$ cat src/ahfr_pkg.sv
`timescale 1ns / 1ps
// Shared types, constants and the CRC-16-CCITT byte update for the AIS HDLC receiver.
package ahfr_pkg;

    localparam int AMP_W     = 20;
    localparam int CFG_W     = 20;
    localparam int CFG_IDX_W = 2;
    localparam int LEN_W     = 8;
    localparam int ID_W      = 6;
    localparam int CRC_W     = 16;
    localparam int CMP_W     = 10;   // room for header + length + 2 and a 9-bit count

    localparam logic [CRC_W-1:0] CRC_INIT   = 16'hFFFF;
    localparam logic [2:0]       ONES_LIMIT = 3'd5;

    localparam logic [CFG_IDX_W-1:0] REG_WEAK_THRESHOLD  = 2'd0;
    localparam logic [CFG_IDX_W-1:0] REG_LONG_MESSAGE_ID = 2'd1;
    localparam logic [CFG_IDX_W-1:0] REG_LONG_LENGTH     = 2'd2;
    localparam logic [CFG_IDX_W-1:0] REG_SHORT_LENGTH    = 2'd3;

    typedef struct packed {
        logic             frame_start;
        logic             fm_positive;
        logic [AMP_W-1:0] amplitude;
        logic             last_sample;
    } sym_t;

    typedef struct packed {
        logic [AMP_W-1:0] weak_threshold;
        logic [ID_W-1:0]  long_message_id;
        logic [LEN_W-1:0] long_length;
        logic [LEN_W-1:0] short_length;
    } cfg_t;

    typedef struct packed {
        logic            valid;
        logic            is_frame_end;
        logic [7:0]      byte_value;
        logic [7:0]      byte_index;
        logic            crc_ok;
        logic [ID_W-1:0] message_id;
    } res_t;

    // Reflected CCITT update, one byte.
    function automatic logic [CRC_W-1:0] crc16_byte(input logic [CRC_W-1:0] crc,
                                                    input logic [7:0] data);
        logic [7:0] d;
        d = data ^ crc[7:0];
        d = d ^ {d[3:0], 4'b0000};
        return {d, crc[15:8]} ^ {12'h000, d[7:4]} ^ {5'b00000, d, 3'b000};
    endfunction

endpackage

$ cat src/ahfr_frame_core.sv
`timescale 1ns / 1ps
// Frame state and per-symbol NRZI decode, destuffing, byte packing and CRC.
module ahfr_frame_core #(
    parameter int MAX_BYTES    = 256,
    parameter int HEADER_BYTES = 4
) (
    input  logic          aclk,
    input  logic          aresetn,
    input  logic          step,
    input  ahfr_pkg::sym_t sym,
    input  ahfr_pkg::cfg_t cfg,
    output ahfr_pkg::res_t res
);
    import ahfr_pkg::*;

    localparam int CNT_W = $clog2(MAX_BYTES + 1);

    logic             in_frame_reg,   in_frame_next;
    logic             prev_valid_reg, prev_valid_next;
    logic             prev_bit_reg,   prev_bit_next;
    logic [2:0]       ones_reg,       ones_next;
    logic [2:0]       pos_reg,        pos_next;
    logic [CNT_W-1:0] count_reg,      count_next;
    logic [7:0]       shift_reg,      shift_next;
    logic [CRC_W-1:0] crc_reg,        crc_next;
    logic [CRC_W-1:0] final_reg,      final_next;
    logic [CRC_W-1:0] rx_reg,         rx_next;
    logic [LEN_W-1:0] plen_reg,       plen_next;
    logic [ID_W-1:0]  mid_reg,        mid_next;

    always_comb begin
        logic             live;
        logic             weak_end;
        logic             line_bit;
        logic             dbit;
        logic             byte_done;
        logic [7:0]       done_value;
        logic [CMP_W-1:0] idx_ext;
        logic [CMP_W-1:0] rel;
        logic [CMP_W-1:0] plen_ext;
        logic [CMP_W-1:0] cnt_ext;
        logic             ok;
        logic             frame_end;

        // Current view: frame_start restarts the decoder before this symbol.
        if (sym.frame_start) begin
            prev_valid_next = 1'b0;
            prev_bit_next   = 1'b0;
            ones_next       = '0;
            pos_next        = '0;
            count_next      = '0;
            shift_next      = '0;
            crc_next        = CRC_INIT;
            final_next      = '0;
            rx_next         = '0;
            plen_next       = '0;
            mid_next        = '0;
        end else begin
            prev_valid_next = prev_valid_reg;
            prev_bit_next   = prev_bit_reg;
            ones_next       = ones_reg;
            pos_next        = pos_reg;
            count_next      = count_reg;
            shift_next      = shift_reg;
            crc_next        = crc_reg;
            final_next      = final_reg;
            rx_next         = rx_reg;
            plen_next       = plen_reg;
            mid_next        = mid_reg;
        end
        live          = sym.frame_start | in_frame_reg;
        in_frame_next = live;
        weak_end      = (sym.amplitude < cfg.weak_threshold) ||
                        (count_next >= CNT_W'(MAX_BYTES));
        line_bit      = ~sym.fm_positive;
        dbit          = prev_valid_next && (line_bit == prev_bit_next);
        byte_done     = 1'b0;
        done_value    = '0;
        idx_ext       = CMP_W'(count_next);
        rel           = '0;
        plen_ext      = '0;

        if (live && !weak_end) begin
            prev_valid_next = 1'b1;
            prev_bit_next   = line_bit;
            if (ones_next >= ONES_LIMIT && !dbit) begin
                ones_next = '0;                      // stuffed zero, dropped
            end else begin
                if (dbit) begin
                    ones_next = (ones_next >= ONES_LIMIT) ? 3'd1 : ones_next + 3'd1;
                end else begin
                    ones_next = '0;
                end
                done_value = shift_next | (8'(dbit) << pos_next);
                shift_next = done_value;
                pos_next   = pos_next + 3'd1;
                if (pos_next == 3'd0) begin
                    byte_done = 1'b1;
                    if (count_next == CNT_W'(HEADER_BYTES)) begin
                        mid_next  = done_value[7:2];
                        plen_next = (mid_next == cfg.long_message_id) ? cfg.long_length
                                                                       : cfg.short_length;
                    end
                    plen_ext = CMP_W'(plen_next);
                    if (idx_ext >= CMP_W'(HEADER_BYTES)) begin
                        rel = idx_ext - CMP_W'(HEADER_BYTES);
                        if (rel < plen_ext) begin
                            crc_next   = crc16_byte(crc_next, done_value);
                            final_next = ~crc_next;
                        end else if (rel == plen_ext) begin
                            rx_next[7:0] = done_value;
                        end else if (rel == plen_ext + CMP_W'(1)) begin
                            rx_next[15:8] = done_value;
                        end
                    end
                    count_next = count_next + CNT_W'(1);
                    shift_next = '0;
                end
            end
        end

        cnt_ext   = CMP_W'(count_next);
        ok        = (cnt_ext > CMP_W'(HEADER_BYTES)) &&
                    (cnt_ext >= CMP_W'(HEADER_BYTES) + CMP_W'(plen_next) + CMP_W'(2)) &&
                    (final_next == rx_next);
        frame_end = live && (weak_end || sym.last_sample);
        if (frame_end) begin
            in_frame_next = 1'b0;
        end

        res.valid        = frame_end || (live && byte_done);
        res.is_frame_end = frame_end;
        res.byte_value   = frame_end ? 8'h00 : done_value;
        res.byte_index   = frame_end ? ((cnt_ext > CMP_W'(255)) ? 8'hFF : cnt_ext[7:0])
                                     : idx_ext[7:0];
        res.crc_ok       = frame_end && ok;
        res.message_id   = mid_next;
    end

    always_ff @(posedge aclk) begin
        if (!aresetn) begin
            in_frame_reg   <= 1'b0;
            prev_valid_reg <= 1'b0;
            prev_bit_reg   <= 1'b0;
            ones_reg       <= '0;
            pos_reg        <= '0;
            count_reg      <= '0;
            shift_reg      <= '0;
            crc_reg        <= CRC_INIT;
            final_reg      <= '0;
            rx_reg         <= '0;
            plen_reg       <= '0;
            mid_reg        <= '0;
        end else if (step && (sym.frame_start || in_frame_reg)) begin
            in_frame_reg   <= in_frame_next;
            prev_valid_reg <= prev_valid_next;
            prev_bit_reg   <= prev_bit_next;
            ones_reg       <= ones_next;
            pos_reg        <= pos_next;
            count_reg      <= count_next;
            shift_reg      <= shift_next;
            crc_reg        <= crc_next;
            final_reg      <= final_next;
            rx_reg         <= rx_next;
            plen_reg       <= plen_next;
            mid_reg        <= mid_next;
        end
    end

    // run of ones never passes the stuffing limit
    a_ones_bounded: assert property (@(posedge aclk) disable iff (!aresetn)
        ones_reg <= ONES_LIMIT)
        else $error("ones run above limit");

    // buffer count never exceeds capacity
    a_count_bounded: assert property (@(posedge aclk) disable iff (!aresetn)
        count_reg <= CNT_W'(MAX_BYTES))
        else $error("byte count above buffer size");

endmodule

$ cat src/ais_hdlc_frame_receiver.sv
`timescale 1ns / 1ps
// Top level of the AIS HDLC frame receiver: ports, config registers, in/out registers.
//
// Input stream: one demodulated symbol per word. s_tuser = frame_start (restarts
// the decoder), s_tlast = last sample of the buffer, s_tdata = fm_positive and
// amplitude. Output stream: one word per completed byte (m_tlast low) or one
// end-of-frame report (m_tlast high) with byte count, CRC match and message id.
// Symbols that close no byte and end no frame produce no output word.
// Pipeline: two register stages, input and result; a word accepted into the input
// register is decoded when it advances, and its result goes to the result register.
// Throughput: one symbol per cycle unless stalled; all per-symbol work (NRZI, destuff,
// byte pack, one CRC byte step) sits between the input and result registers.
// Stall: when m_tready is low and a result is held, the symbol in the input
// register waits and s_tready drops only once that register is also full.
// Reset (aresetn low, synchronous): both stages empty, frame closed, config
// registers back to weak_threshold 4, long id 5, long length 53, short length 21.
// Config writes (cfg_wen/cfg_addr/cfg_wdata) take effect at once; write only
// while the stream is idle.
module ais_hdlc_frame_receiver #(
    parameter int MAX_BYTES    = 256,
    parameter int HEADER_BYTES = 4
) (
    input  logic        aclk,
    input  logic        aresetn,
    // config write port
    input  logic        cfg_wen,
    input  logic [1:0]  cfg_addr,
    input  logic [19:0] cfg_wdata,
    // symbol stream in
    input  logic        s_tvalid,
    output logic        s_tready,
    input  logic [23:0] s_tdata,   // [0] fm_positive, [20:1] amplitude, [23:21] zero
    input  logic [0:0]  s_tuser,   // [0] frame_start
    input  logic        s_tlast,   // last_sample
    // byte / report stream out
    output logic        m_tvalid,
    input  logic        m_tready,
    output logic [23:0] m_tdata,   // [7:0] byte_value, [15:8] byte_index, [16] crc_ok,
                                   // [22:17] message_id, [23] zero
    output logic        m_tlast    // is_frame_end
);
    import ahfr_pkg::*;

    cfg_t cfg_reg;
    sym_t in_item_reg;
    logic in_valid_reg, in_valid_next;
    res_t out_reg;
    logic out_valid_reg, out_valid_next;
    res_t core_res;
    logic advance;
    logic s_accept;

    // config registers
    always_ff @(posedge aclk) begin
        if (!aresetn) begin
            cfg_reg.weak_threshold  <= 20'd4;
            cfg_reg.long_message_id <= 6'd5;
            cfg_reg.long_length     <= 8'd53;
            cfg_reg.short_length    <= 8'd21;
        end else if (cfg_wen) begin
            unique case (cfg_addr)
                REG_WEAK_THRESHOLD:  cfg_reg.weak_threshold  <= cfg_wdata;
                REG_LONG_MESSAGE_ID: cfg_reg.long_message_id <= cfg_wdata[ID_W-1:0];
                REG_LONG_LENGTH:     cfg_reg.long_length     <= cfg_wdata[LEN_W-1:0];
                REG_SHORT_LENGTH:    cfg_reg.short_length    <= cfg_wdata[LEN_W-1:0];
                default:             cfg_reg <= cfg_reg;
            endcase
        end
    end

    // decode the held symbol when the result register is free or draining
    assign advance  = in_valid_reg && (!out_valid_reg || m_tready);
    assign s_tready = !in_valid_reg || advance;
    assign s_accept = s_tvalid && s_tready;

    always_comb begin
        in_valid_next = s_accept ? 1'b1 : (advance ? 1'b0 : in_valid_reg);
        if (advance && core_res.valid) begin
            out_valid_next = 1'b1;
        end else if (m_tready) begin
            out_valid_next = 1'b0;
        end else begin
            out_valid_next = out_valid_reg;
        end
    end

    always_ff @(posedge aclk) begin
        if (!aresetn) begin
            in_valid_reg  <= 1'b0;
            out_valid_reg <= 1'b0;
        end else begin
            in_valid_reg  <= in_valid_next;
            out_valid_reg <= out_valid_next;
        end
    end

    always_ff @(posedge aclk) begin
        if (s_accept) begin
            in_item_reg.frame_start <= s_tuser[0];
            in_item_reg.fm_positive <= s_tdata[0];
            in_item_reg.amplitude   <= s_tdata[AMP_W:1];
            in_item_reg.last_sample <= s_tlast;
        end
        if (advance && core_res.valid) begin
            out_reg <= core_res;
        end
    end

    ahfr_frame_core #(
        .MAX_BYTES    (MAX_BYTES),
        .HEADER_BYTES (HEADER_BYTES)
    ) u_core (
        .aclk    (aclk),
        .aresetn (aresetn),
        .step    (advance),
        .sym     (in_item_reg),
        .cfg     (cfg_reg),
        .res     (core_res)
    );

    assign m_tvalid = out_valid_reg;
    assign m_tlast  = out_reg.is_frame_end;
    assign m_tdata  = {1'b0, out_reg.message_id, out_reg.crc_ok,
                       out_reg.byte_index, out_reg.byte_value};

    // an end report never carries a byte value
    a_end_no_byte: assert property (@(posedge aclk) disable iff (!aresetn)
        m_tvalid && m_tlast |-> m_tdata[7:0] == 8'h00)
        else $error("end report with nonzero byte");

    // a byte word never claims a CRC match
    a_byte_no_crc: assert property (@(posedge aclk) disable iff (!aresetn)
        m_tvalid && !m_tlast |-> !m_tdata[16])
        else $error("crc_ok set on byte word");

    // a new output word only appears when a held symbol was decoded
    a_out_from_input: assert property (@(posedge aclk) disable iff (!aresetn)
        $rose(m_tvalid) |-> $past(in_valid_reg))
        else $error("output without decoded symbol");

endmodule
$ cat config.mk
export PLATFORM = sky130hd
export DESIGN_NAME = ais_hdlc_frame_receiver
export DESIGN_NICKNAME = d
export VERILOG_FILES = /design/src/ahfr_pkg.sv /design/src/ahfr_frame_core.sv /design/src/ais_hdlc_frame_receiver.sv
export SDC_FILE = /design/constraint.sdc
export NUM_CORES = 1
export LEC_CHECK = 0
export BUFFER_PORTS_ARGS = -buffer_cell sky130_fd_sc_hd__buf_2
export CORE_ASPECT_RATIO = 1.4
export CORE_UTILIZATION = 25
export CTS_BUF_LIST = sky130_fd_sc_hd__clkbuf_2 sky130_fd_sc_hd__clkbuf_4 sky130_fd_sc_hd__clkbuf_8
export CTS_CLUSTER_DIAMETER = 120
export CTS_CLUSTER_SIZE = 25
export DETAILED_ROUTE_END_ITERATION = 10
export PLACE_DENSITY_LB_ADDON = 0.25
export RECOVER_POWER = 50
export REMOVE_ABC_BUFFERS = 1
export SETUP_SLACK_MARGIN = 0.1
export SKIP_LAST_GASP = 1
export SLEW_MARGIN = 15
export SYNTH_ARGS = -nofsm -noshare
export SYNTH_HDL_FRONTEND = slang
export SYNTH_SLANG_ARGS = --single-unit
$ cat constraint.sdc
create_clock -name aclk -period 10 [get_ports aclk]
set_input_delay 3 -clock aclk [delete_from_list [all_inputs] [get_ports aclk]]
set_output_delay 3 -clock aclk [all_outputs]
set_load 0.02 [all_outputs]
======== Yosys cells after proc, flatten, opt, wreduce, memory -nomap -nowiden ========
Index checks and enable logic that the tools add are counted.
word-level totals
  register bits ........................... 179
  output and inout port bits .............. 27
  logic and storage cells ................. 157
cells by class
  $add $sub $neg .......................... 7
  magnitude comparators ................... 8
  equal/unequal tests ..................... 9
  shifts and indexed selects .............. 1
  muxes and demuxes ....................... 65
  bitwise logic cells ..................... 9
  reduce and logical (&&, ||, !) cells .... 31
operators with widths
  cell                   count
  $mux 16                18
  $mux 8                 18
  $mux 9                 4
  $mux 6                 5
  $mux 3                 8
  $lt 20x20->1           1
  $eq 16x16->1           1
  $not 16->16            1
  $xor 16x11->16         1
  $xor 16x4->16          1
  $xor 8x8->8            2
  $logic_and 1x1->1      12
  $mux 1                 12
  $add 10x2->10 const B  1
  $eq 10x10->1           1
  $eq 10x8->1            1
  $ge 9x10->1            1
  $lt 10x8->1            1
  $sub 9x3->10 const B   1
  $add 3x8->9 const A    1
  $add 8x1->9 const B    1
  $add 9x1->9 const B    1
  $eq 9x3->1 const B     1
  $ge 9x3->1 const B     1
  other kinds (20)       35

======== Depth between registers and ports, before layout ========
Gate-level depths: netlist (run 1).
  word-level depth ........................ 23
  mapped depth ............................ 34
  depth with buffers taken out ............ 27

======== By module ========
A second synthesis (run 1) with hierarchy kept.
unflattened totals
  cell total of the unflattened synthesis .. 1204
  area, all modules ....................... 10337.4 um^2
modules (own cells, without submodules)
  module                   instances  cells an instance  area each (um^2)  seq. area each (um^2)
  ahfr_frame_core          1          976                7125.6            1761.7
  ais_hdlc_frame_receiver  1          228                3211.8            2292.2

======== Least setup slack after synthesis (run 1) ========
Ideal clock, no wire load.
  path kind ............................... reg-to-reg
  start ................................... reg in_item_reg[22] (netlist name)
  end ..................................... reg out_reg, in the netlist m_tdata[16], data pin
  library setup time ...................... 170 ps
  arrival time ............................ 7016 ps
  data required time ...................... 9830 ps
  slack ................................... 2814 ps
  stages on the path, launching flop included .. 33
  path buffers ............................ 11
  period minus slack after synthesis ...... 7186 ps
  path through ............................ edfxtp_1 > clkbuf_1 > buf_2 > clkbuf_1 > clkbuf_1 > buf_1 > buf_1 > clkbuf_1 > clkbuf_1 > clkbuf_1 > nor2b_1 > ha_1 > o211ai_1 > o21ai_0 > nor2_1 > nand3_1 > clkbuf_1 > clkbuf_1 > o21ai_0 > ha_1 > xor2_1 > nand3_1 > maj3_1 > nor2_1 > xor2_1 > ha_1 > a21oi_1 > nor2b_1 > o21ai_0 > a2111oi_0 > and4_1 > o2111ai_1 > nor4_2
RTL lines
  what                    line                            RTL
  start: declaration      ais_hdlc_frame_receiver.sv:45   sym_t in_item_reg;
  end signal: assignment  ais_hdlc_frame_receiver.sv:105  out_reg <= core_res;
  end: declaration        ais_hdlc_frame_receiver.sv:47   res_t out_reg;

==> results of run 1 <==
worst max-delay path, cell delays in order, from the launching register on:
cell      delay [ns]
edfxtp_1        0.34
buf_4           0.45
inv_1           0.56
nand2_1         0.46
ha_1            0.25
nand2_1         0.07
o21ba_2         0.50
and2_1          0.21
nand4_1         0.16
and3_1          0.29
ha_1            0.29
nand2_1         0.06
o21ai_0         0.23
o211ai_1        0.11
and2_1          0.21
and3_1          0.19
o21ai_0         0.29
nand2_1         0.43
nor2_1          0.75
a21oi_1         0.31
a22oi_1         0.26
o21ai_0         0.11
a31o_1          0.23
nor4_2          0.28
final cells by class:
type,count,area share
inverters,53,0.0169
clock buffers,21,0.0228
repair buffers,93,0.0400
multi-input cells,960,0.513
clock inverters,10,0.00823
flip-flops and latches,179,0.342
well taps,546,0.0576
synth_stat cells (26+ instances only):
cell and count:
clkbuf_1 53, nand3_1 26, nor2b_1 62, nand2_1 186, a22oi_1 28, ha_1 48, a21oi_1 67, nor2_1 116
xnor2_1 51, edfxtp_1 47, o21ai_0 59, a21boi_0 47, dfxtp_1 132, inv_1 52
cells by family after synthesis:
| group | after synthesis |
|---|---|
| AND/OR/NAND/NOR | 495 |
| AO/OA/AOI/OAI | 321 |
| flip-flops | 179 |
| buffers and inverters | 125 |
| XOR/XNOR | 70 |
| adder cells (fa/ha/maj) | 50 |
| multiplexers | 23 |
| other | 1 |
layer usage:
layer  up-vias  global-route usage  share of wire
li1       4533                   -              -
met1      4278               0.176           0.45
met2       179               0.256           0.49
met3        36              0.0277          0.039
met4         0              0.0555          0.023
met5         -                   0              0
final timing paths:
path,slack [ns],from,cells past startpoint,to
setup / recovery,2.76,in_item_reg[22],23,m_tdata[16]
hold / removal,0.47,u_core.final_reg[3],2,u_core.final_reg[3]
setup reg to reg,2.76,in_item_reg[22],23,m_tdata[16]
hold reg to reg,0.47,u_core.final_reg[3],2,u_core.final_reg[3]
power by group through the flow:
stage / Combinational, mW / Clock [mW] / Sequential [mW]
after floorplan: 0.104 / 0 / 0.798
after global placement: 0.178 / 0 / 0.794
after detailed placement: 0.180 / 0 / 0.794
after CTS: 0.180 / 0.523 / 0.778
after global routing: 0.201 / 0.548 / 0.781
final: 0.178 / 0.499 / 0.778
==> flow_summary.toml, run 1 <==
[detailed_routing]
drt_iter0_drc = 469
viasPerCell = 4.85
wl_per_cell_um = 16.6
via_count = 9026
drc = 0
drtAntennaViolNets = 0
first_pass_iters = 5
drt_wl_total_mm = 31.0

[power_and_ir_drop]
p_int_mw = 1.04
irDropWorstVdd_v = 0.0000568
p_comb_frac = 0.123
pwr-share-seq = 0.534
power_frac_clock = 0.343
power_density_mw_per_mm2 = 123
switchingPower_uw = 415
power_mw = 1.45
leakagePower_nw = 4.31
p_sw_frac = 0.285

[sta]
worst_slew_pin_slew_ns = 2.92
fin_ws_ns = 2.76
whs_ns = 0.467
finalCriticalPeriod_ns = 7.24
hold_viol_final = 0
finalSetupTns_ns = 0
timing.final.crit_share = 0.724
slew_violations = 159
slew_headroom = -0.944
max_freq_mhz = 138
finalSetupViolations = 0
finClkSkew_ns = 0.0206
rsz0062_at_grt = "false"

[placement]
dp_slack_ns = 2.85
dp.cells = 1831
dp_hpwl_mm = 22.0
placed_area_mm2 = 0.0115
place_congestion = 0.842
io_buffers = 75

[layout]
diodes = 0
largest_register_ffs = 42
final_area_mm2 = 0.0119
area_growth_pct = 11.6
final_common_cell = "nand2_1"
layout-drive-gt1-share = 0.0950
most-common-layout-cells = "nand2_1 (186), dfxtp_1 (132), nor2_1 (115)"
fin_cells = 1862
finish.utilization = 0.282
multi_input_area_mm2 = 0.00608
regArea_mm2 = 0.00405
final_nets = 1405
n_fill_cell = 4481

[global_route]
grt_usage = 0.147
antenna_found_initial = 0
grt_pass1_wl_mm = 49.2
grt_max_degree = 76
grt_pass1_vias = 8900
overflow = 0

[cts]
cts_hold_buf = 0
post_cts_buffers = 0
cts_sinks = 179
cts_resized = 0
cts_inserted_buffers = 17
tritoncts = "yes"
insertion_delay_ns = 0.51
clk_path_buf_depth = 2
cts_root_buf = "clkbuf_8"
htree_levels = 4
cts.clk_slew.worst_paths_ns = 0.09

[run_status]
violations = "capacitance limit, slew limit"
status = "complete, but fails checks"

[synthesis]
synth_compound_area_frac = 0.210
ys_ff_latch = 179
synthArstFlopShare = 0
synth_mux_area_frac = 0.0220
avgSynthCellArea_um2 = 8.41
synth_seq_area_share = 0.381
synth_top_cells_by_area = "dfxtp_1 (25%), edfxtp_1 (13%), nand2_1 (6.6%), ha_1 (5.7%), xnor2_1 (4.2%)"
synth-xor-area-share = 0.0584
synth_top_family_by_area = "simple AND/OR/NAND/NOR gates"
yosys.area_share.adder = 0.0584
synth_enable_flop_cells = 47
yosys_most_used_dff = "dfxtp_1"
ys_warn_count = 0
yosys.cell_types.count = 84
netlist_area_mm2 = 0.0106
syn-instance-count = 1264
netlist.area_leader.share = 0.249
yosys.area.top_type = "dfxtp_1"
yosys.area_share.simple = 0.220

[setup_path]
worstSetupPathType = "reg -> reg"
cp_max_fo = 48
start_kind = "flip-flop"
crit_required_ns = 10.32
critPathArrivalTime_ns = 7.56
cp-end-kind = "flip-flop"

[die]
fp.dieW_um = 176
dieHeight_um = 246
dieArea_mm2 = 0.0433
num_rows = 89
coreArea_mm2 = 0.0420
initial_core_util = 0.253
ios = 80

[flow_run]
cap_viol_max_count = 3

[worst_hold_path]
hold_path_class = "reg -> reg"
No activity file was read; power rests on OpenSTA's default activity.
==> run 2: changes to the inputs <==
- clock period: 10 -> 5.84 ns (I/O delays scaled with it)
==> run 2 against run 1 <==
  * The run still ends with capacitance limit, slew limit left
  * Final area increased by 10%
  * Combinational power increased by 100%
  * Sequential power increased by 71%
  * Final cell count increased by 5.6%
  * Fmax increased by 31%
  * Critical endpoint unchanged
==> flow_summary.toml, run 2 (synthesis gave the netlist of run 1 again) <==
[setup_path]
critPathArrivalTime_ns = 5.87
worstSetupPathType = "reg -> reg"
start_kind = "flip-flop"
crit_required_ns = 6.16
cpPeakStageDelay_ns = 0.46
cp_max_fo = 5
r2r_setup_slack_ns = 0.30
crit_slowest_cell = "edfxtp_1"
path_cells = "xor2_2, buf_4, a41oi_4, or2_4, a221oi_4, buf_6, nand4_1, a31o_4, ha_4, a21oi_1, o21ai_2, o311ai_1, and2_4, or2_4, nand3b_1, nor4_2, a21oi_2, mux2i_2, buf_4, xor2_1, mux2_2, a21oi_2, o2111ai_2, nor4_4"
timing.rr.start = "in_item_reg[21]"
r2r_end = "m_tdata[16]"
r2r_cells = 24
cp-end-kind = "flip-flop"

[sta]
finalSetupViolations = 0
finClkSkew_ns = 0.0165
slew_violations = 118
finalCriticalPeriod_ns = 5.54
fin_ws_ns = 0.299
rsz0062_at_grt = "false"
whs_ns = 0.472
worst_slew_pin_slew_ns = 3.88
hold_viol_final = 0
slew_headroom = -1.59
max_freq_mhz = 180
finalSetupTns_ns = 0
timing.final.crit_share = 0.949

[global_route]
grt_pass1_vias = 8961
grt_max_degree = 94
overflow = 0
antenna_found_initial = 0
grt_usage = 0.149
grt_pass1_wl_mm = 49.9

[detailed_routing]
drc = 0
via_count = 9417
first_pass_iters = 5
viasPerCell = 4.79
drtAntennaViolNets = 0
drt_wl_total_mm = 32.2
wl_per_cell_um = 16.4
drt_iter0_drc = 484

[die]
num_rows = 89
initial_core_util = 0.253
dieHeight_um = 246
dieArea_mm2 = 0.0433
coreArea_mm2 = 0.0420
fp.dieW_um = 176
ios = 80

[cts]
htree_levels = 4
insertion_delay_ns = 0.51
cts.clk_slew.worst_paths_ns = 0.10
cts_inserted_buffers = 17
cts_hold_buf = 0
clk_path_buf_depth = 2
cts_root_buf = "clkbuf_8"
tritoncts = "yes"
cts_sinks = 179

[worst_hold_path]
whs_endpoint = "cfg_reg[33]"
hold_path_class = "reg -> reg"
min_path_cells = 2
min-delay-start = "cfg_reg[33]"

[layout]
most-common-layout-cells = "nand2_1 (183), dfxtp_1 (132), buf_4 (113)"
regArea_mm2 = 0.00405
multi_input_area_mm2 = 0.00644
diodes = 0
final_nets = 1508
layout-drive-gt1-share = 0.201
n_fill_cell = 4486
area_growth_pct = 23.3
final_common_cell = "nand2_1"
largest_register_ffs = 42
fin_cells = 1966

[placement]
place_congestion = 0.865
dp.cells = 1920
dp_hpwl_mm = 23.7
io_buffers = 75
dp_slack_ns = -0.0203

[power_and_ir_drop]
power_density_mw_per_mm2 = 202
leakagePower_nw = 4.90
irDropWorstVdd_v = 0.000123

[run_status]
violations = "capacitance limit, slew limit"
status = "complete, but fails checks"

[flow_run]
cap_viol_max_count = 2
==> run 2: cell types whose count changed in the layout (fill, tap and decap cells not counted), sizes merged <==
cell and change:
buf +101, bufinv +2, clkbuf +1, clkinv +2
clkinvlp -1, inv -1
==> run 2: final cells by class <==
cell class              instances  area share
clock buffers                  20      0.0196
inverters                      53      0.0155
well taps                     546      0.0521
multi-input cells             960       0.491
clock inverters                12      0.0131
flip-flops and latches        179       0.309
repair buffers                196      0.0989
==> run 2: per-layer routing <==
metal / GRT usage / part of all wire / vias up
li1: - / - / 4730
met1: 0.178 / 0.44 / 4446
met2: 0.263 / 0.50 / 193
met3: 0.0294 / 0.038 / 48
met4: 0.0481 / 0.024 / 0
met5: 0 / 0 / -
==> run 2: where the power goes <==
group | switching [mW] | internal, mW
Sequential | 0.0218 | 1.31
Combinational | 0.217 | 0.145
Clock | 0.507 | 0.449
Total | 0.747 | 1.90
==> run 2: per-stage QoR <==
step | instance area [µm²] | power [mW] | utilization
floorplan | 10300 | 1.54 | -
global placement | 12200 | 1.69 | 0.291
detailed placement | 12200 | 1.70 | 0.291
CTS | 12700 | 2.67 | 0.302
global route | 13100 | 2.77 | 0.312
finish | 13100 | 2.65 | 0.312
==> run 2: timing repair <==
action,CTS,global route
resized for setup,3,76
setup buffers,0,14
pin swaps,0,40
setup endpoints to repair,1,1
==> run 2: worst max path at each step <==
| stage | start | cells past startpoint | to |
|---|---|---|---|
| 6_report | in_item_reg[21] | 24 | m_tdata[16] |
| 5_1_grt | in_item_reg[21] | 24 | m_tdata[16] |
| 4_1_cts | u_core.pos_reg[0] | 22 | m_tdata[16] |
| 3_5_place_dp | in_item_reg[22] | 24 | m_tdata[16] |
| 3_3_place_gp | in_item_reg[21] | 25 | m_tdata[16] |
| 2_1_floorplan | in_item_reg[22] | 24 | m_tdata[16] |
==> run 2: critical path, delay by kind of cell, from the launching register on <==
family | cells | cell delay (ns)
compound gates | 9 | 1.82
simple gates | 7 | 1.29
mux | 2 | 0.63
buf+inv | 3 | 0.48
flops | 1 | 0.46
xor+xnor | 2 | 0.44
fa+ha+maj | 1 | 0.24
